**config.mk**
```make
export PLATFORM = sky130hd
export DESIGN_NAME = opcode_length_frame_parser
export DESIGN_NICKNAME = d
export VERILOG_FILES = /design/src/rtl/ofp_pkg.sv /design/src/rtl/ofp_ram.sv /design/src/rtl/ofp_ctrl.sv /design/src/rtl/ofp_dp.sv /design/src/rtl/opcode_length_frame_parser.sv
export SDC_FILE = /design/constraint.sdc
export NUM_CORES = 1
export LEC_CHECK = 0
export BUFFER_PORTS_ARGS = -buffer_cell sky130_fd_sc_hd__buf_4
export CAP_MARGIN = 20
export CORE_AREA = 2 2 183 185
export DETAILED_ROUTE_END_ITERATION = 8
export DIE_AREA = 0 0 185 187
export PLACE_DENSITY = 0.7
export SYNTH_ARGS = -nofsm -noshare
export SYNTH_HDL_FRONTEND = slang
export SYNTH_SLANG_ARGS = --single-unit
```
**constraint.sdc**
```tcl
create_clock -name clk -period 4.1 [get_ports clk]
set_input_delay 0.41 -clock clk [delete_from_list [all_inputs] [get_ports clk]]
set_output_delay 0.41 -clock clk [all_outputs]
set_load 0.02 [all_outputs]
```
**src/rtl/ofp_pkg.sv**
```systemverilog
// ----------------------------------------------------------------------------
// ofp_pkg
// Shared widths, opcode codes, fixed payload lengths and the command and
// status words between the frame parser's controller and datapath.
// ----------------------------------------------------------------------------
`default_nettype none

package ofp_pkg;

  localparam int BYTE_W = 8;
  localparam int IDX_W  = 5;
  localparam int FLEN_W = 6;
  localparam int LEN_W  = 10;

  localparam logic [BYTE_W-1:0] SYNC_RESET   = 8'hAA;
  localparam logic [BYTE_W-1:0] OPC_TOPOLOGY = 8'hE4;
  localparam logic [LEN_W-1:0]  TOPO_HEADER  = 10'd3;

  localparam logic [BYTE_W-1:0] OPC_E5 = 8'hE5;
  localparam logic [BYTE_W-1:0] OPC_E6 = 8'hE6;
  localparam logic [BYTE_W-1:0] OPC_E7 = 8'hE7;
  localparam logic [BYTE_W-1:0] OPC_E8 = 8'hE8;
  localparam logic [BYTE_W-1:0] OPC_E9 = 8'hE9;
  localparam logic [BYTE_W-1:0] OPC_EA = 8'hEA;
  localparam logic [BYTE_W-1:0] OPC_F0 = 8'hF0;
  localparam logic [BYTE_W-1:0] OPC_F1 = 8'hF1;
  localparam logic [BYTE_W-1:0] OPC_F2 = 8'hF2;
  localparam logic [BYTE_W-1:0] OPC_F4 = 8'hF4;
  localparam logic [BYTE_W-1:0] OPC_F5 = 8'hF5;

  typedef struct packed {
    logic take_opcode;
    logic take_payload;
    logic load_marker;
    logic start_emit;
    logic emit_load;
  } ofp_cmd_t;

  typedef struct packed {
    logic sync_hit;
    logic zero_len;
    logic oversize;
    logic complete;
    logic out_free;
    logic emit_last;
  } ofp_stat_t;

  function automatic logic [2:0] fixed_length(input logic [BYTE_W-1:0] op);
    logic [2:0] len;
    case (op)
      OPC_E5, OPC_E6, OPC_E7, OPC_E8, OPC_E9, OPC_EA, OPC_F2, OPC_F5: len = 3'd1;
      OPC_F0:  len = 3'd2;
      OPC_F1:  len = 3'd7;
      OPC_F4:  len = 3'd4;
      default: len = 3'd0;
    endcase
    return len;
  endfunction

endpackage

`default_nettype wire

```
**src/rtl/ofp_ram.sv**
```systemverilog
// ----------------------------------------------------------------------------
// ofp_ram
// Simple dual-port RAM: one write port, one read port with registered data.
// ----------------------------------------------------------------------------
`default_nettype none

module ofp_ram #(
  parameter int WIDTH = 8,
  parameter int DEPTH = 32
) (
  input  wire logic                     clk,
  input  wire logic                     wr_en,
  input  wire logic [$clog2(DEPTH)-1:0] wr_addr,
  input  wire logic [WIDTH-1:0]         wr_data,
  input  wire logic [$clog2(DEPTH)-1:0] rd_addr,
  output logic      [WIDTH-1:0]         rd_data
);

  logic [WIDTH-1:0] mem_r [DEPTH];

  always_ff @(posedge clk) begin
    if (wr_en) begin
      mem_r[wr_addr] <= wr_data;
    end
    rd_data <= mem_r[rd_addr];
  end

endmodule

`default_nettype wire

```
**src/rtl/ofp_ctrl.sv**
```systemverilog
// ----------------------------------------------------------------------------
// ofp_ctrl
// Frame parser controller: hunt, opcode and payload phases, then a read
// priming step and the emission of the buffered payload words.
// ----------------------------------------------------------------------------
`default_nettype none

module ofp_ctrl (
  input  wire logic              clk,
  input  wire logic              rst_n,
  input  wire logic              in_valid,
  output logic                   in_stall,
  input  wire ofp_pkg::ofp_stat_t stat,
  output ofp_pkg::ofp_cmd_t      cmd
);

  localparam logic [2:0] ST_HUNT    = 3'd0;
  localparam logic [2:0] ST_OPCODE  = 3'd1;
  localparam logic [2:0] ST_PAYLOAD = 3'd2;
  localparam logic [2:0] ST_PRIME   = 3'd3;
  localparam logic [2:0] ST_EMIT    = 3'd4;

  logic [2:0] state_r;
  logic [2:0] state_nxt;
  logic       receiving;
  logic       accept;

  assign receiving = (state_r == ST_HUNT) || (state_r == ST_OPCODE) ||
                     (state_r == ST_PAYLOAD);
  assign in_stall  = !receiving || !stat.out_free;
  assign accept    = in_valid && !in_stall;

  always_comb begin
    state_nxt = state_r;
    cmd       = '0;
    case (state_r)
      ST_HUNT: begin
        if (accept && stat.sync_hit) begin
          state_nxt = ST_OPCODE;
        end
      end
      ST_OPCODE: begin
        if (accept) begin
          cmd.take_opcode = 1'b1;
          if (stat.zero_len) begin
            cmd.load_marker = 1'b1;
            state_nxt       = ST_HUNT;
          end else begin
            state_nxt = ST_PAYLOAD;
          end
        end
      end
      ST_PAYLOAD: begin
        if (accept) begin
          cmd.take_payload = 1'b1;
          if (stat.oversize) begin
            cmd.load_marker = 1'b1;
            state_nxt       = ST_HUNT;
          end else if (stat.complete) begin
            cmd.start_emit = 1'b1;
            state_nxt      = ST_PRIME;
          end
        end
      end
      ST_PRIME: begin
        state_nxt = ST_EMIT;
      end
      ST_EMIT: begin
        if (stat.out_free) begin
          cmd.emit_load = 1'b1;
          if (stat.emit_last) begin
            state_nxt = ST_HUNT;
          end
        end
      end
      default: begin
        state_nxt = ST_HUNT;
      end
    endcase
  end

  always_ff @(posedge clk) begin
    if (!rst_n) begin
      state_r <= ST_HUNT;
    end else begin
      state_r <= state_nxt;
    end
  end

endmodule

`default_nettype wire

```
**src/rtl/ofp_dp.sv**
```systemverilog
// ----------------------------------------------------------------------------
// ofp_dp
// Frame parser datapath: sync register, opcode and length tracking, payload
// buffer, emission index and the output word register.
// ----------------------------------------------------------------------------
`default_nettype none

module ofp_dp #(
  parameter int MAX_PAYLOAD = 32
) (
  input  wire logic                        clk,
  input  wire logic                        rst_n,
  input  wire logic                        cfg_wr_en,
  input  wire logic [ofp_pkg::BYTE_W-1:0]  cfg_wr_data,
  input  wire logic [ofp_pkg::BYTE_W-1:0]  in_rx_byte,
  input  wire ofp_pkg::ofp_cmd_t           cmd,
  output ofp_pkg::ofp_stat_t               stat,
  output logic                             out_valid,
  input  wire logic                        out_stall,
  output logic [ofp_pkg::BYTE_W-1:0]       out_frame_opcode,
  output logic [ofp_pkg::IDX_W-1:0]        out_byte_index,
  output logic [ofp_pkg::BYTE_W-1:0]       out_data_byte,
  output logic [ofp_pkg::FLEN_W-1:0]       out_frame_len,
  output logic                             out_has_data,
  output logic                             out_oversize,
  output logic                             out_last
);

  localparam int AW     = $clog2(MAX_PAYLOAD);
  localparam int FILL_W = $clog2(MAX_PAYLOAD + 1);
  localparam int LEN_W  = ofp_pkg::LEN_W;
  localparam int BYTE_W = ofp_pkg::BYTE_W;

  logic [BYTE_W-1:0] sync_r;
  logic [BYTE_W-1:0] held_r;
  logic [FILL_W-1:0] fill_r;
  logic [LEN_W-1:0]  need_r;
  logic [BYTE_W-1:0] hdr1_r;
  logic [AW-1:0]     idx_r;

  logic                      out_valid_r;
  logic [BYTE_W-1:0]         out_op_r;
  logic [ofp_pkg::IDX_W-1:0] out_idx_r;
  logic [BYTE_W-1:0]         out_data_r;
  logic [ofp_pkg::FLEN_W-1:0] out_len_r;
  logic                      out_has_r;
  logic                      out_over_r;
  logic                      out_last_r;

  logic [FILL_W-1:0] fill_inc;
  logic              topo_hdr;
  logic [LEN_W-1:0]  topo_len;
  logic [LEN_W-1:0]  need_eff;
  logic [LEN_W-1:0]  opc_len;
  logic [AW-1:0]     idx_inc;
  logic [AW-1:0]     rd_addr;
  logic [BYTE_W-1:0] rd_data;

  assign fill_inc = fill_r + FILL_W'(1);
  assign topo_hdr = (held_r == ofp_pkg::OPC_TOPOLOGY) &&
                    (LEN_W'(fill_inc) == ofp_pkg::TOPO_HEADER);
  assign topo_len = ofp_pkg::TOPO_HEADER + LEN_W'(hdr1_r) + LEN_W'(in_rx_byte);
  assign need_eff = topo_hdr ? topo_len : need_r;
  assign opc_len  = (in_rx_byte == ofp_pkg::OPC_TOPOLOGY) ? ofp_pkg::TOPO_HEADER :
                    LEN_W'(ofp_pkg::fixed_length(in_rx_byte));
  assign idx_inc  = idx_r + AW'(1);
  assign rd_addr  = cmd.emit_load ? idx_inc : idx_r;

  always_comb begin
    stat.sync_hit  = (in_rx_byte == sync_r);
    stat.zero_len  = (opc_len == '0);
    stat.oversize  = topo_hdr && (topo_len > LEN_W'(MAX_PAYLOAD));
    stat.complete  = (LEN_W'(fill_inc) >= need_eff);
    stat.out_free  = !out_valid_r || !out_stall;
    stat.emit_last = ((LEN_W'(idx_r) + LEN_W'(1)) == need_r);
  end

  ofp_ram #(
    .WIDTH (BYTE_W),
    .DEPTH (MAX_PAYLOAD)
  ) u_store (
    .clk     (clk),
    .wr_en   (cmd.take_payload),
    .wr_addr (fill_r[AW-1:0]),
    .wr_data (in_rx_byte),
    .rd_addr (rd_addr),
    .rd_data (rd_data)
  );

  always_ff @(posedge clk) begin
    if (!rst_n) begin
      sync_r <= ofp_pkg::SYNC_RESET;
    end else if (cfg_wr_en) begin
      sync_r <= cfg_wr_data;
    end
  end

  always_ff @(posedge clk) begin
    if (!rst_n) begin
      held_r <= '0;
      fill_r <= '0;
      need_r <= '0;
    end else if (cmd.take_opcode) begin
      held_r <= in_rx_byte;
      fill_r <= '0;
      need_r <= opc_len;
    end else if (cmd.take_payload) begin
      fill_r <= fill_inc;
      need_r <= need_eff;
    end
  end

  always_ff @(posedge clk) begin
    if (cmd.take_payload && (fill_r == FILL_W'(1))) begin
      hdr1_r <= in_rx_byte;
    end
  end

  always_ff @(posedge clk) begin
    if (!rst_n) begin
      idx_r <= '0;
    end else if (cmd.start_emit) begin
      idx_r <= '0;
    end else if (cmd.emit_load) begin
      idx_r <= idx_inc;
    end
  end

  always_ff @(posedge clk) begin
    if (!rst_n) begin
      out_valid_r <= 1'b0;
    end else if (cmd.load_marker || cmd.emit_load) begin
      out_valid_r <= 1'b1;
    end else if (!out_stall) begin
      out_valid_r <= 1'b0;
    end
  end

  always_ff @(posedge clk) begin
    if (cmd.load_marker) begin
      out_op_r   <= cmd.take_opcode ? in_rx_byte : held_r;
      out_idx_r  <= '0;
      out_data_r <= '0;
      out_len_r  <= '0;
      out_has_r  <= 1'b0;
      out_over_r <= cmd.take_payload;
      out_last_r <= 1'b1;
    end else if (cmd.emit_load) begin
      out_op_r   <= held_r;
      out_idx_r  <= ofp_pkg::IDX_W'(LEN_W'(idx_r));
      out_data_r <= rd_data;
      out_len_r  <= need_r[ofp_pkg::FLEN_W-1:0];
      out_has_r  <= 1'b1;
      out_over_r <= 1'b0;
      out_last_r <= stat.emit_last;
    end
  end

  assign out_valid        = out_valid_r;
  assign out_frame_opcode = out_op_r;
  assign out_byte_index   = out_idx_r;
  assign out_data_byte    = out_data_r;
  assign out_frame_len    = out_len_r;
  assign out_has_data     = out_has_r;
  assign out_oversize     = out_over_r;
  assign out_last         = out_last_r;

endmodule

`default_nettype wire

```
**src/rtl/opcode_length_frame_parser.sv**
```systemverilog
// ----------------------------------------------------------------------------
// opcode_length_frame_parser
// Sync, opcode and length framed byte parser with a buffered payload.
//
// Bytes enter on the in_ channel (in_valid, in_stall, in_rx_byte) and
// result words leave on the out_ channel, one word per payload byte with
// out_last on the final one. Frames with no payload, and dropped oversize
// topology frames, give a single word with out_has_data low.
// cfg_wr_en with cfg_wr_data sets the sync byte; write it only while idle.
// A byte is taken every cycle while the parser hunts, reads the opcode or
// fills the buffer and the output register is free. A marker word appears
// in the cycle after its byte is taken. When a frame completes, the parser
// first primes the buffer read port, then one word per cycle follows while
// out_stall is low; in_stall stays high through priming and emission.
// The buffer read port sets that rate. While out_stall holds a word, the
// output register keeps it, emission pauses and in_stall stays high.
// Reset returns the parser to hunting, empties the output register and
// loads the sync byte with 0xAA; the buffer needs no clearing.
// ----------------------------------------------------------------------------
`default_nettype none

module opcode_length_frame_parser #(
  parameter int MAX_PAYLOAD = 32
) (
  input  wire logic                        clk,
  input  wire logic                        rst_n,
  input  wire logic                        cfg_wr_en,
  input  wire logic [ofp_pkg::BYTE_W-1:0]  cfg_wr_data,
  input  wire logic                        in_valid,
  output logic                             in_stall,
  input  wire logic [ofp_pkg::BYTE_W-1:0]  in_rx_byte,
  output logic                             out_valid,
  input  wire logic                        out_stall,
  output logic [ofp_pkg::BYTE_W-1:0]       out_frame_opcode,
  output logic [ofp_pkg::IDX_W-1:0]        out_byte_index,
  output logic [ofp_pkg::BYTE_W-1:0]       out_data_byte,
  output logic [ofp_pkg::FLEN_W-1:0]       out_frame_len,
  output logic                             out_has_data,
  output logic                             out_oversize,
  output logic                             out_last
);

  ofp_pkg::ofp_cmd_t  cmd;
  ofp_pkg::ofp_stat_t stat;

  ofp_ctrl u_ctrl (
    .clk      (clk),
    .rst_n    (rst_n),
    .in_valid (in_valid),
    .in_stall (in_stall),
    .stat     (stat),
    .cmd      (cmd)
  );

  ofp_dp #(
    .MAX_PAYLOAD (MAX_PAYLOAD)
  ) u_dp (
    .clk              (clk),
    .rst_n            (rst_n),
    .cfg_wr_en        (cfg_wr_en),
    .cfg_wr_data      (cfg_wr_data),
    .in_rx_byte       (in_rx_byte),
    .cmd              (cmd),
    .stat             (stat),
    .out_valid        (out_valid),
    .out_stall        (out_stall),
    .out_frame_opcode (out_frame_opcode),
    .out_byte_index   (out_byte_index),
    .out_data_byte    (out_data_byte),
    .out_frame_len    (out_frame_len),
    .out_has_data     (out_has_data),
    .out_oversize     (out_oversize),
    .out_last         (out_last)
  );

endmodule

`default_nettype wire

```
=== Yosys cells after proc, flatten, opt, wreduce, memory -nomap -nowiden ===
Memories as Yosys holds them, arrays and structs flattened. A register that Yosys moved wholly into a read port is not among the register bits.
Cells that the tools add are included.

* Input bits: 21
* Memories: 1
* Word-level logic and storage cells: 112
* RAM bits: 256
* Output and inout bits: 32
* Flip-flop bits (word level): 79

* Bitwise gates (word level): 1
* Equality and inequality tests: 28
* $add $sub $neg: 5
* Muxes and demuxes: 37
* Magnitude comparators: 2
* Reductions and logical operators: 23

{| class="wikitable"
|+ Memory list
! name !! depth !! bits a word !! rd ports !! clocked after memory_dff !! write ports !! line !! RTL
|-
| u_dp.u_store.mem_r || 32 || 8 || 1 || 1 || 1 || ofp_ram.sv:19 || <nowiki>logic [WIDTH-1:0] mem_r [DEPTH];</nowiki>
|}

{| class="wikitable"
|+ Operators with widths
! operator !! count
|-
| $eq A8 B8 Y1 const B || 13
|-
| $mux W10 || 3
|-
| $mux W3 || 9
|-
| $mux W8 || 3
|-
| $mux W1 || 17
|-
| $pmux W3 S5 || 1
|-
| $pmux W3 S4 || 1
|-
| $add A10 B8 Y10 || 1
|-
| $eq A10 B10 Y1 || 1
|-
| $ge A6 B10 Y1 || 1
|-
| $gt A10 B6 Y1 const B || 1
|-
| $logic_not A10 Y1 || 1
|-
| $add A2 B8 Y9 const A || 1
|-
| $eq A8 B8 Y1 || 1
|-
| $ne A2 B1 Y1 const B || 4
|-
| $reduce_or A8 Y1 || 1
|-
| $add A5 B1 Y6 const B || 1
|-
| $add A6 B1 Y6 const B || 1
|-
| $eq A3 B2 Y1 const B || 2
|-
| $eq A6 B1 Y1 const B || 1
|-
| $eq A6 B2 Y1 const B || 1
|-
| $reduce_and A6 Y1 || 1
|-
| $add A5 B1 Y5 const B || 1
|-
| $logic_and A1 B1 Y1 || 5
|-
| other kinds (13) || 24
|}

=== Logic depth before layout (Yosys ltp) ===
Gate-level depths: netlist (run 1).

* Depth in word-level cells: 11
* Depth in mapped cells: 17

=== By module ===
A second synthesis (run 1) with hierarchy kept.

* Cell total of the unflattened synthesis: 857
* Area total of the unflattened synthesis: 14276.2 um^2

{| class="wikitable"
|+ By module, submodules not included
! module !! area each (um^2) !! cells an instance !! instances
|-
| ofp_ram || 10053.4 || 417 || 1
|-
| ofp_dp || 3987.6 || 409 || 1
|-
| ofp_ctrl || 235.2 || 31 || 1
|}

=== Worst setup path before layout (run 1) ===
OpenSTA, ideal clock, no wires.

* Kind: reg2reg
* Start: register u_dp.hdr1_r[0]
* End: register u_dp.out_op_r[0] (netlist: u_dp.out_frame_opcode[0]) (enable)
* Setup time: 0.308 ns
* Cell stages (with the launch flop): 15
* Arrival: 3.006 ns
* Path slack: 0.786 ns
* Cell sequence: edfxtp_1 -> inv_1 -> ha_1 -> nor2_1 -> nand3_1 -> xnor2_1 -> ha_1 -> buf_2 -> and3_4 -> a22o_1 -> a211oi_1 -> a31oi_1 -> a211oi_2 -> o22ai_2 -> nand2b_1

* Cells in the longest elaborated chain, start to end: 8

{| class="wikitable"
|+ RTL lines
! item !! line !! RTL
|-
| start, declared || ofp_dp.sv:38 || <nowiki>logic [BYTE_W-1:0] hdr1_r;</nowiki>
|-
| start signal, assigned || ofp_dp.sv:115 || <nowiki>hdr1_r <= in_rx_byte;</nowiki>
|-
| $add A2 B8 Y9 || ofp_dp.sv:62 || <nowiki>assign topo_len = ofp_pkg::TOPO_HEADER + LEN_W'(hdr1_r) + LEN_W'(in_rx_byte);</nowiki>
|-
| $add A10 B8 Y10 || ofp_dp.sv:62 ||
|-
| $gt A10 B6 Y1 || ofp_dp.sv:72 || <nowiki>stat.oversize = topo_hdr && (topo_len > LEN_W'(MAX_PAYLOAD));</nowiki>
|-
| $logic_and A1 B1 Y1 || ofp_dp.sv:72 ||
|-
| $mux W1 || ofp_ctrl.sv:56 || <nowiki>if (stat.oversize) begin</nowiki>
|-
| $mux W3 || ofp_ctrl.sv:54 || <nowiki>if (accept) begin</nowiki>
|-
| $pmux W1 S2 || ofp_ctrl.sv:36 || <nowiki>case (state_r)</nowiki>
|-
| $reduce_bool A2 Y1 (no source line) || - ||
|-
| end signal, assigned || ofp_dp.sv:141 || <nowiki>out_op_r <= cmd.take_opcode ? in_rx_byte : held_r;</nowiki>
|-
| end signal, assigned || ofp_dp.sv:149 || <nowiki>out_op_r <= held_r;</nowiki>
|-
| end, declared || ofp_dp.sv:42 || <nowiki>logic [BYTE_W-1:0] out_op_r;</nowiki>
|}

Every way passes these cells.
A chain may end at the register's enable or synchronous reset.

=== Final worst setup path (run 1) ===
* Start: register u_dp.fill_r[2]
* End: register u_ctrl.state_r[0]

* Cells in the longest elaborated chain, start to end: 7

{| class="wikitable"
|+ RTL lines
! item !! line !! RTL
|-
| start, declared || ofp_dp.sv:36 || <nowiki>logic [FILL_W-1:0] fill_r;</nowiki>
|-
| start signal, assigned || ofp_dp.sv:108 || <nowiki>fill_r <= fill_inc;</nowiki>
|-
| $add A6 B1 Y6 * || ofp_dp.sv:59 || <nowiki>assign fill_inc = fill_r + FILL_W'(1);</nowiki>
|-
| via u_dp.fill_inc[5] || ofp_dp.sv:50 || <nowiki>logic [FILL_W-1:0] fill_inc;</nowiki>
|-
| $eq A6 B2 Y1 || ofp_dp.sv:61 || <nowiki>(LEN_W'(fill_inc) == ofp_pkg::TOPO_HEADER);</nowiki>
|-
| $logic_and A1 B1 Y1 || ofp_dp.sv:60 || <nowiki>assign topo_hdr = (held_r == ofp_pkg::OPC_TOPOLOGY) &&</nowiki>
|-
| $mux W10 / $logic_and A1 B1 Y1 (equally long branches) || ofp_dp.sv:63, ofp_dp.sv:72 ||
|-
| $ge A6 B10 Y1 / $mux W3 (equally long branches) || ofp_dp.sv:73, ofp_ctrl.sv:56 ||
|-
| $ne A3 B3 Y1 (no source line) / $mux W3 (equally long branches) || - ||
|-
| $reduce_and A6 Y1 (no source line) / $pmux W3 S5 (equally long branches) || - ||
|-
| end signal, assigned || ofp_ctrl.sv:86 || <nowiki>state_r <= state_nxt;</nowiki>
|-
| end, declared || ofp_ctrl.sv:23 || <nowiki>logic [2:0] state_r;</nowiki>
|}

The timed path passes the listed nets; every way through them passes the cells marked *. The select of a mux whose other input is x is not followed.

==> flow_summary.toml, run 1 <==
[yosys]
syn_area_per_cell_um2 = 11.8
yosysWarnings = 0
ys_seq_elements = 343
synth_cell_types = 62
synth_top_area_cell = "edfxtp_1"
synth_fp_nets = 1276
seq_area_frac_synth_pct = 65.9
syn_area_um2 = 14600
synth_top_cell_area_share_pct = 56.3
async_flop_share_pct = 0
postSynthCellCount = 1233
ys.flop_type = "edfxtp_1"
synth_area_leaders = "edfxtp_1 (56%), dfxtp_1 (9.6%), nand2_1 (7.9%)"
synth_edf_count = 273

[pwr]
sw_frac_of_total_pct = 20.7
p_sw_mw = 1.46
leakagePower_nw = 5.68
p_per_area_nw_per_um2 = 426
pwr-share-seq_pct = 53.6
p_comb_share_pct = 3.2
ir_drop_v = 0.000244
power.share.clock_pct = 43.3
internal-power_mw = 5.60

[critical_path]
max_stage_delay_ns = 0.58
worstPathCellList = "nand3_1 -> nor2_1 -> xor2_1 -> or3_1 -> mux2_2 -> ha_1 -> nand2b_1 -> a21o_1 -> a21o_1 -> a21oi_1 -> o21ai_0 -> o21a_1 -> o221ai_1 -> a21oi_1"
crit_type = "register to register"
crit_fanout = 12
r2r_start = "u_dp.fill_r[2]"
crit_buf_inv = 0
worst_r2r_path_depth = 14
critPathCaptureType = "register"
cp-startpoint = "u_dp.fill_r[2]"
start_kind = "register"
critPathRequiredTime_ns = 4.50
critPathTopFamily = "compound AO/OA/AOI/OAI gates"
r2r_end = "u_ctrl.state_r[0]"
cp_data_arrival_time_ns = 4.07
cp_slowest_cell = "dfxtp_1"
r2r_slack_ns = 0.42

[layout]
syn2layout_area_growth_pct = 13.8
n_antenna_cell = 0
finalNetCount = 1329
fillers = 2884
multiInputGateArea_um2 = 4630
stdcell_area_um2 = 16600
regArea_um2 = 9600
drive_gt1_share_pct = 12.4

[place]
numPortBuffers = 52
gp_congestion = 0.879
hpwlAfterDp_um = 22100
place_area_um2 = 15500

[clock_network]
path_clk_slew_ns = 0.06
htreeDepth = 2
cts_buffer_depth = 3
ctsResizeCount = 0
cts_setup_buffers = 0
clock_latency_ns = 0.52
hold_buffers = 0
root_buffer = "clkbuf_16"
clock-sinks = 343
tritoncts = "yes"
cts_buffers = 36

[floorplanning]
rows = 67
die_x_um = 185
io_pins = 53
dieArea_um2 = 34600
die_h_um = 187
coreArea_um2 = 32900
initial_core_util_pct = 44.3

[timing]
report.final.slew_viol_count = 0
final.setup.tns_ns = 0
skew_ns = 0.0240
max_freq_ghz = 0.272
worstMarginPinSlew_ns = 0.860
period_needed_ns = 3.68
rsz0062_at_grt = "false"
setup_viol = 0
max-slew-margin-rel_pct = 42.1
finalCritPeriodShare_pct = 89.6
hold_viol_final = 0

[grt]
grt_pass1_wl_um = 53700
grt_max_degree = 106
antenna_found_initial = 0
grt_pass1_vias = 9674
grt-ovfl-total = 0
grt_usage_pct = 20.2

[flow_run]
maxCapViolations = 0

[drt]
wl_um = 34800
vias = 9777
drt-initial-drc-count = 743
drc = 0
drt-pass1-iter-count = 5
vias_per_cell = 5.56
post_drt_wl_per_cell_um = 19.8
antenna_left = 0

[hold_path]
min_path_type = "primary input to register"
hp-start = "cfg_wr_data[7]"
min_to = "u_dp.sync_r[7]"
worstHoldPathCells = 3

[status]
status = "finished, final reports clean"
==> worst register-to-register path: cells and delay by family, from the launching register on <==
kind / cells / cell delay (ns)
DFF: 1 / 0.58
and+or+nand+nor: 4 / 1.00
xor gates and xnor gates: 1 / 0.26
muxes: 1 / 0.41
AOI/OAI and AO/OA: 7 / 1.03
adders and majority gates: 1 / 0.29
==> final cells by class <==
type | count | share of cell area, %
clock inverters | 19 | 0.762
well taps | 448 | 3.38
multi-input cells | 811 | 27.9
clock buffers | 45 | 5.88
repair buffers | 84 | 3.95
flip-flops and latches | 343 | 57.9
inverters | 10 | 0.226
==> layout by cell type, fill, tap and decap left out, types with 27 or more instances in the layout <==
master / Yosys / final
a21oi_1: 38 / 37
a31oi_1: 27 / 27
buf_4: 9 / 82
clkbuf_16: 0 / 37
dfxtp_1: 70 / 70
edfxtp_1: 273 / 273
mux2i_1: 40 / 40
nand2_1: 305 / 305
nand3_1: 99 / 99
nor2_1: 61 / 60
==> sequential cells by signal, indices dropped and copies added, names as in the netlist, 6 cells and up <==
| name | flops |
|---|---|
| u_dp.hdr1_r | 8 |
| u_dp.need_r | 10 |
| u_dp.sync_r | 8 |
| u_dp.out_frame_len | 6 |
| u_dp.out_data_byte | 8 |
| u_dp.u_store.mem_r | 256 |
| u_dp.held_r | 8 |
| u_dp.out_frame_opcode | 8 |
| u_dp.fill_r | 6 |
| u_dp.u_store.rd_data | 8 |
==> metrics by stage <==
step / setup WS [ns] / hold WS, ns / utilization (%) / power (mW) / instances
final: 0.424 / 0.110 / 50.5 / 7.07 / 1760
after global routing: 0.105 / 0.107 / 50.5 / 7.28 / 1760
after CTS: 0.479 / 0.0963 / 50.5 / 7.11 / 1760
after detailed placement: 0.521 / 0.431 / 47.1 / 4.09 / 1696
after global placement: 0.643 / 0.428 / 47.1 / 4.08 / 1696
after floorplan: 0.786 / 0.417 / - / 3.96 / 1233
==> Yosys cell counts (19+ instances only) <==
master    count
nand2_1     305
a32oi_1      24
xnor2_1      19
dfxtp_1      70
ha_1         21
nand3_1      99
edfxtp_1    273
clkbuf_1     39
nor2_1       61
mux2i_1      40
a31oi_1      27
a21oi_1      38
==> routing by layer <==
layer  part of all wire (%)  vias to the layer above  global-route usage, %
met5                      0                        -                      0
met2                     50                      276                   34.6
met3                    5.0                       69                   3.00
li1                       -                     4574                      -
met1                     42                     4858                   25.8
met4                    3.4                        0                   7.72
==> power groups by stage <==
stage | sequential [mW] | combinational, mW | clock (mW)
after floorplan | 3.88 | 0.0803 | 0
after global placement | 3.86 | 0.220 | 0
after detailed placement | 3.86 | 0.225 | 0
after CTS | 3.79 | 0.226 | 3.10
after global routing | 3.79 | 0.243 | 3.25
final | 3.79 | 0.223 | 3.06
==> how the worst max path moves through the flow <==
stage,end,cells past startpoint
after floorplan,u_dp.out_frame_opcode[0],14
after global placement,u_ctrl.state_r[0],15
after detailed placement,u_ctrl.state_r[0],14
after CTS,u_ctrl.state_r[0],14
after global routing,u_ctrl.state_r[0],14
final,u_ctrl.state_r[0],14
==> kinds of logic (layout without fill, tap and decap cells) <==
group / Yosys count / count (layout) / synth area share (%)
buffers and inverters: 79 / 158 / 2.47
adders and majority gates: 22 / 22 / 1.94
and+or+nand+nor: 542 / 542 / 16.3
DFF: 343 / 343 / 65.9
xor gates and xnor gates: 35 / 35 / 2.10
muxes: 52 / 52 / 3.75
AOI/OAI and AO/OA: 160 / 160 / 7.56
(Power assumes the default switching activity.)
==> run 2: changes to the inputs <==
CELL_PAD_IN_SITES_DETAIL_PLACEMENT = 1   (was unset)
CELL_PAD_IN_SITES_GLOBAL_PLACEMENT = 1   (was unset)
PLACE_DENSITY = 0.81   (was 0.7)
==> run 2 against run 1 <==
Against the previous run: hold slack worse by 0.0048 ns; setup slack improved by 0.016 ns; core utilization rose by 0.51 points; clock skew down 0.012 ns; fmax rose by 0.44%; critical path type unchanged; critical path depth decreased by 1; sequential share of layout area is 0.57 points lower; first-iteration DRC count is 1.3% higher; largest power group unchanged; highest routed layer unchanged.
==> flow_summary.toml, run 2 (synthesized netlist as in run 1, its figures left out) <==
[critical_path]
r2r_end = "u_dp.out_frame_opcode[1]"
start_kind = "register"
cp_data_arrival_time_ns = 3.83
r2r_slack_ns = 0.44
crit_type = "register to register"
r2r_start = "u_dp.hdr1_r[0]"
cp-startpoint = "u_dp.hdr1_r[0]"
crit_fanout = 9
critPathCaptureType = "register"
critPathRequiredTime_ns = 4.27
worst_r2r_path_depth = 13

[layout]
top_register = "u_dp.u_store.mem_r"
final_cell_mix = "nand2_1 (305), edfxtp_1 (273), nand3_1 (99), buf_4 (86), dfxtp_1 (70)"
syn2layout_area_growth_pct = 15.0
final_util_pct = 51.0
finalNetCount = 1335
largest_register_ffs = 256
top_regs = "u_dp.u_store.mem_r (256), u_dp.need_r (10)"
drive_gt1_share_pct = 13.2
mostFrequentLayoutCell = "nand2_1"

[drt]
vias_per_cell = 5.69
post_drt_wl_per_cell_um = 22.7
drc = 0
antenna_left = 0
drt-pass1-iter-count = 5
drt-initial-drc-count = 753
wl_um = 40100
vias = 10100

[timing]
holdWs_ns = 0.105
final.setup.tns_ns = 0
setup_viol = 0
max_freq_ghz = 0.273
rsz0062_at_grt = "false"
period_needed_ns = 3.66
skew_ns = 0.0119
setup_ws_ns = 0.440
max-slew-margin-rel_pct = 33.0
report.final.slew_viol_count = 0
hold_viol_final = 0
finalCritPeriodShare_pct = 89.3
worstMarginPinSlew_ns = 1.00

[clock_network]
htreeDepth = 2
cts_buffers = 37
cts_buffer_depth = 3
root_buffer = "clkbuf_16"
ctsResizeCount = 0
hold_buffers = 0
cts_setup_buffers = 0
tritoncts = "yes"
path_clk_slew_ns = 0.06
clock_latency_ns = 0.54
clock-sinks = 343

[floorplanning]
rows = 67
initial_core_util_pct = 44.3
dieArea_um2 = 34600
coreArea_um2 = 32900
io_pins = 53
die_x_um = 185
die_h_um = 187

[pwr]
power_mw = 7.33
internal-power_mw = 5.78
p_per_area_nw_per_um2 = 437
sw_frac_of_total_pct = 21.1
p_sw_mw = 1.55
leakagePower_nw = 5.76
power.share.clock_pct = 45.2
pwr-share-seq_pct = 51.7
p_comb_share_pct = 3.1
ir_drop_v = 0.000263

[place]
hpwlAfterDp_um = 25700
post-place-ws_ns = 0.457
gp_congestion = 0.834
numPortBuffers = 52

[status]
status = "finished, final reports clean"

[grt]
grt_max_degree = 106
antenna_found_initial = 0
grt-ovfl-total = 0
grt_usage_pct = 23.4
grt_pass1_wl_um = 61700
grt_pass1_vias = 10800

[hold_path]
min_to = "u_dp.sync_r[7]"
hp-start = "cfg_wr_data[7]"
min_path_type = "primary input to register"
worstHoldPathCells = 3

[flow_run]
maxCapViolations = 0
-- run 2: cell type report --
cell class	instances	area (µm²)
Multi-Input combinational cell	811	4640
Clock inverter	15	158
Timing Repair Buffer	89	701
Clock buffer	53	1050
Antenna cell	1	2.50
Fill cell	3438	16100
Tap cell	448	561
Inverter	10	37.5
Sequential cell	343	9600
-- run 2: how the worst max path moves through the flow --
| stage | to | cells past startpoint |
|---|---|---|
| after floorplan | u_dp.out_frame_opcode[0] | 14 |
| after global placement | u_ctrl.state_r[0] | 15 |
| after detailed placement | u_dp.out_frame_opcode[5] | 13 |
| after CTS | u_dp.out_frame_opcode[5] | 13 |
| after global routing | u_dp.idx_r[0] | 15 |
| final | u_dp.out_frame_opcode[1] | 13 |
-- run 2: per-layer routing --
metal  GRT usage (%)  share of wire [%]  wire [µm]  up-vias
met3            3.76                5.1       2060       95
met1            28.7                 41      16300     5080
met4            8.58                3.2       1300        0
met5               0                  0          0        -
li1                -                  -          -     4598
met2            41.5                 51      20500      295
-- run 2: power groups by stage --
stage / registers, mW / clock network (mW) / logic, mW
after floorplan: 3.88 / 0 / 0.0803
after global routing: 3.79 / 3.47 / 0.248
after CTS: 3.79 / 3.36 / 0.231
final: 3.78 / 3.31 / 0.229
after detailed placement: 3.86 / 0 / 0.230
after global placement: 3.86 / 0 / 0.220
-- run 2: through the flow --
stage,instance area [µm²],std cells
6_report,16800,1770
5_1_grt,16800,1769
4_1_cts,16700,1768
3_3_place_gp,15500,1700
3_5_place_dp,15500,1700
2_1_floorplan,14600,1233
-- run 2: worst max-delay path: stages, from the launching register on --
cell and delay [ns]:
edfxtp_1 0.37, inv_1 0.08, ha_1 0.24, nor2_1 0.20
nand3_1 0.12, xnor2_1 0.14, ha_1 0.38, and3_4 0.22
a22o_1 0.25, or2_2 0.31, a31oi_1 0.30, a211oi_2 0.11
o22ai_2 0.16, nand2b_1 0.42
==> run 3: changes to the inputs <==
MAX_ROUTING_LAYER = met4   (was unset)
PLACE_DENSITY = unset   (was 0.81)
PLACE_DENSITY_LB_ADDON = 0.1   (was unset)
clock period = 3.2 ns   (was 4.1 ns; I/O delays follow)
==> run 3 against run 2 <==
Against the previous run: the flow now finishes with violations (setup timing); clock skew is 0.00069 ns lower; fmax is 14% higher; clock power is 23% higher; non-clock buffer count is 81 higher; critical path depth is 4 higher; flip-flop and latch count stayed put; sequential power is 28% higher; design area is 6.3% higher.
==> flow_summary.toml, run 3 (synthesized netlist as in run 1, its figures left out) <==
[status]
status = "finished with violations"
failed_checks = "setup timing"

[timing]
setup_viol = 1
setup_ws_ns = -0.00375
hold_viol_final = 0
rsz0062_at_grt = "true"
finalCritPeriodShare_pct = 100
holdWs_ns = 0.0223
period_needed_ns = 3.20
max-slew-margin-rel_pct = 30.0
skew_ns = 0.0112
worstMarginPinSlew_ns = 1.02
max_freq_ghz = 0.312
report.final.slew_viol_count = 0

[pwr]
pwr-share-seq_pct = 52.3
p_per_area_nw_per_um2 = 520
p_comb_share_pct = 3.9
power.share.clock_pct = 43.8
leakagePower_nw = 6.25
sw_frac_of_total_pct = 21.0
ir_drop_v = 0.000340
power_mw = 9.27
internal-power_mw = 7.33
p_sw_mw = 1.95

[drt]
post_drt_wl_per_cell_um = 22.8
drc = 0
antenna_left = 0
vias = 10200
drt-pass1-iter-count = 5
vias_per_cell = 5.53
drt-initial-drc-count = 744
wl_um = 42200

[critical_path]
worst_r2r_path_depth = 17
r2r_start = "u_dp.hdr1_r[1]"
path_depth = 17
r2r_end = "u_ctrl.state_r[1]"
crit_buf_inv = 4
worstPathCellList = "inv_2 -> ha_4 -> nor2_4 -> nand3_2 -> xnor2_2 -> ha_4 -> a21o_4 -> buf_6 -> a211o_1 -> o211ai_1 -> nand2_1 -> a211oi_2 -> buf_4 -> buf_6 -> nor3_1 -> or3_1 -> a21oi_1"
max_stage_delay_ns = 0.40
start_kind = "register"
cp-startpoint = "u_dp.hdr1_r[1]"
critPathCaptureType = "register"
crit_type = "register to register"
critPathRequiredTime_ns = 3.64
r2r_slack_ns = -0.004
cp_slowest_cell = "edfxtp_1"
cp_data_arrival_time_ns = 3.65
crit_fanout = 4
critPathTopFamily = "compound AO/OA/AOI/OAI gates"
worstSetupEndpoint = "u_ctrl.state_r[1]"

[hold_path]
min_path_type = "primary input to register"

[clock_network]
cts_buffer_depth = 3
root_buffer = "clkbuf_16"
cts_buffers = 38
htreeDepth = 2
hold_buffers = 0
path_clk_slew_ns = 0.06
clock_latency_ns = 0.51
clock-sinks = 343
tritoncts = "yes"

[flow_run]
maxCapViolations = 0

[place]
gp_congestion = 0.863
numPortBuffers = 52
hpwlAfterDp_um = 26600

[floorplanning]
die_x_um = 185
coreArea_um2 = 32900
initial_core_util_pct = 44.3
io_pins = 53
dieArea_um2 = 34600
die_h_um = 187
rows = 67

[layout]
drive_gt1_share_pct = 22.4
final_cell_mix = "nand2_1 (305), edfxtp_1 (273), buf_4 (151), nand3_1 (98), dfxtp_1 (68)"
syn2layout_area_growth_pct = 22.3
mostFrequentLayoutCell = "nand2_1"
fillers = 3426
top_register = "u_dp.u_store.mem_r"
top_regs = "u_dp.u_store.mem_r (256), u_dp.need_r (10)"
largest_register_ffs = 256
n_antenna_cell = 0
finalNetCount = 1418

[grt]
antenna_found_initial = 0
grt_pass1_vias = 10700
grt_pass1_wl_um = 64400
grt_usage_pct = 25.5
grt_max_degree = 58
grt-ovfl-total = 0
-- run 3: cell count changes in the layout (fill, tap and decap cells not counted), moves of 4 or more --
cell      before  now
a21oi_1       37   14
a21oi_2        1   23
buf_12         2   10
buf_4         86  151
buf_6          0    7
clkinv_2       4    9
ha_1          21   16
inv_1         10    6
inv_2          0    4
-- run 3: power by group through the flow --
stage / sequential (mW) / clock, mW / combinational, mW
2_1_floorplan: 4.97 / 0 / 0.103
3_3_place_gp: 4.94 / 0 / 0.308
3_5_place_dp: 4.94 / 0 / 0.315
4_1_cts: 4.85 / 4.16 / 0.331
5_1_grt: 4.85 / 4.33 / 0.386
6_report: 4.85 / 4.07 / 0.358
-- run 3: worst min path at each step --
stage | startpoint | to | slack [ns] | depth (start not counted)
after detailed placement | u_dp.u_store.rd_data[0] | u_dp.out_data_byte[0] | 0.43 | 2
final | cfg_wr_data[5] | u_dp.sync_r[5] | 0.02 | 3
after CTS | cfg_wr_data[5] | u_dp.sync_r[5] | 0.009 | 3
after floorplan | u_dp.u_store.rd_data[2] | u_dp.out_data_byte[2] | 0.42 | 2
after global placement | u_dp.u_store.rd_data[7] | u_dp.out_data_byte[7] | 0.42 | 2
after global routing | cfg_wr_data[1] | u_dp.sync_r[1] | 0.02 | 3
-- run 3: worst min-delay path, stage by stage --
cell	delay (ns)
buf_4	0.08
mux2i_1	0.05
nand2_1	0.06
-- run 3: cell type report --
class	instances	area (µm²)	share of cell area [%]
clock buffers	52	1080	6.04
inverters	10	37.5	0.211
flip-flops and latches	343	9600	53.9
repair buffers	170	1450	8.15
well taps	448	561	3.15
multi-input cells	812	5010	28.1
clock inverters	15	78.8	0.443
-- run 3: timing repair --
item / 4_1_cts / 5_1_grt
pin swaps: 11 / 18
setup buffers: 3 / 9
gates resized for setup: 22 / 63
gates cloned: 1 / 1
setup endpoints to repair: 38 / 38
-- run 3: per-stage QoR --
step | instances | util [%] | cell area [µm²] | setup WS [ns] | TNS (ns)
2_1_floorplan | 1233 | - | 14600 | 0.0189 | 0
3_3_place_gp | 1769 | 49.1 | 16100 | -0.0409 | -0.214
3_5_place_dp | 1769 | 49.1 | 16100 | -0.183 | -4.53
4_1_cts | 1840 | 53.1 | 17400 | 0.00171 | 0
5_1_grt | 1850 | 54.2 | 17800 | -0.140 | -2.25
6_report | 1850 | 54.2 | 17800 | -0.00375 | -0.00375
-- run 3: layer usage --
metal,wire length (µm),track usage [%]
met1,18700,33.9
met2,20800,41.5
met3,1660,3.54
met4,975,6.32
met5,0,-
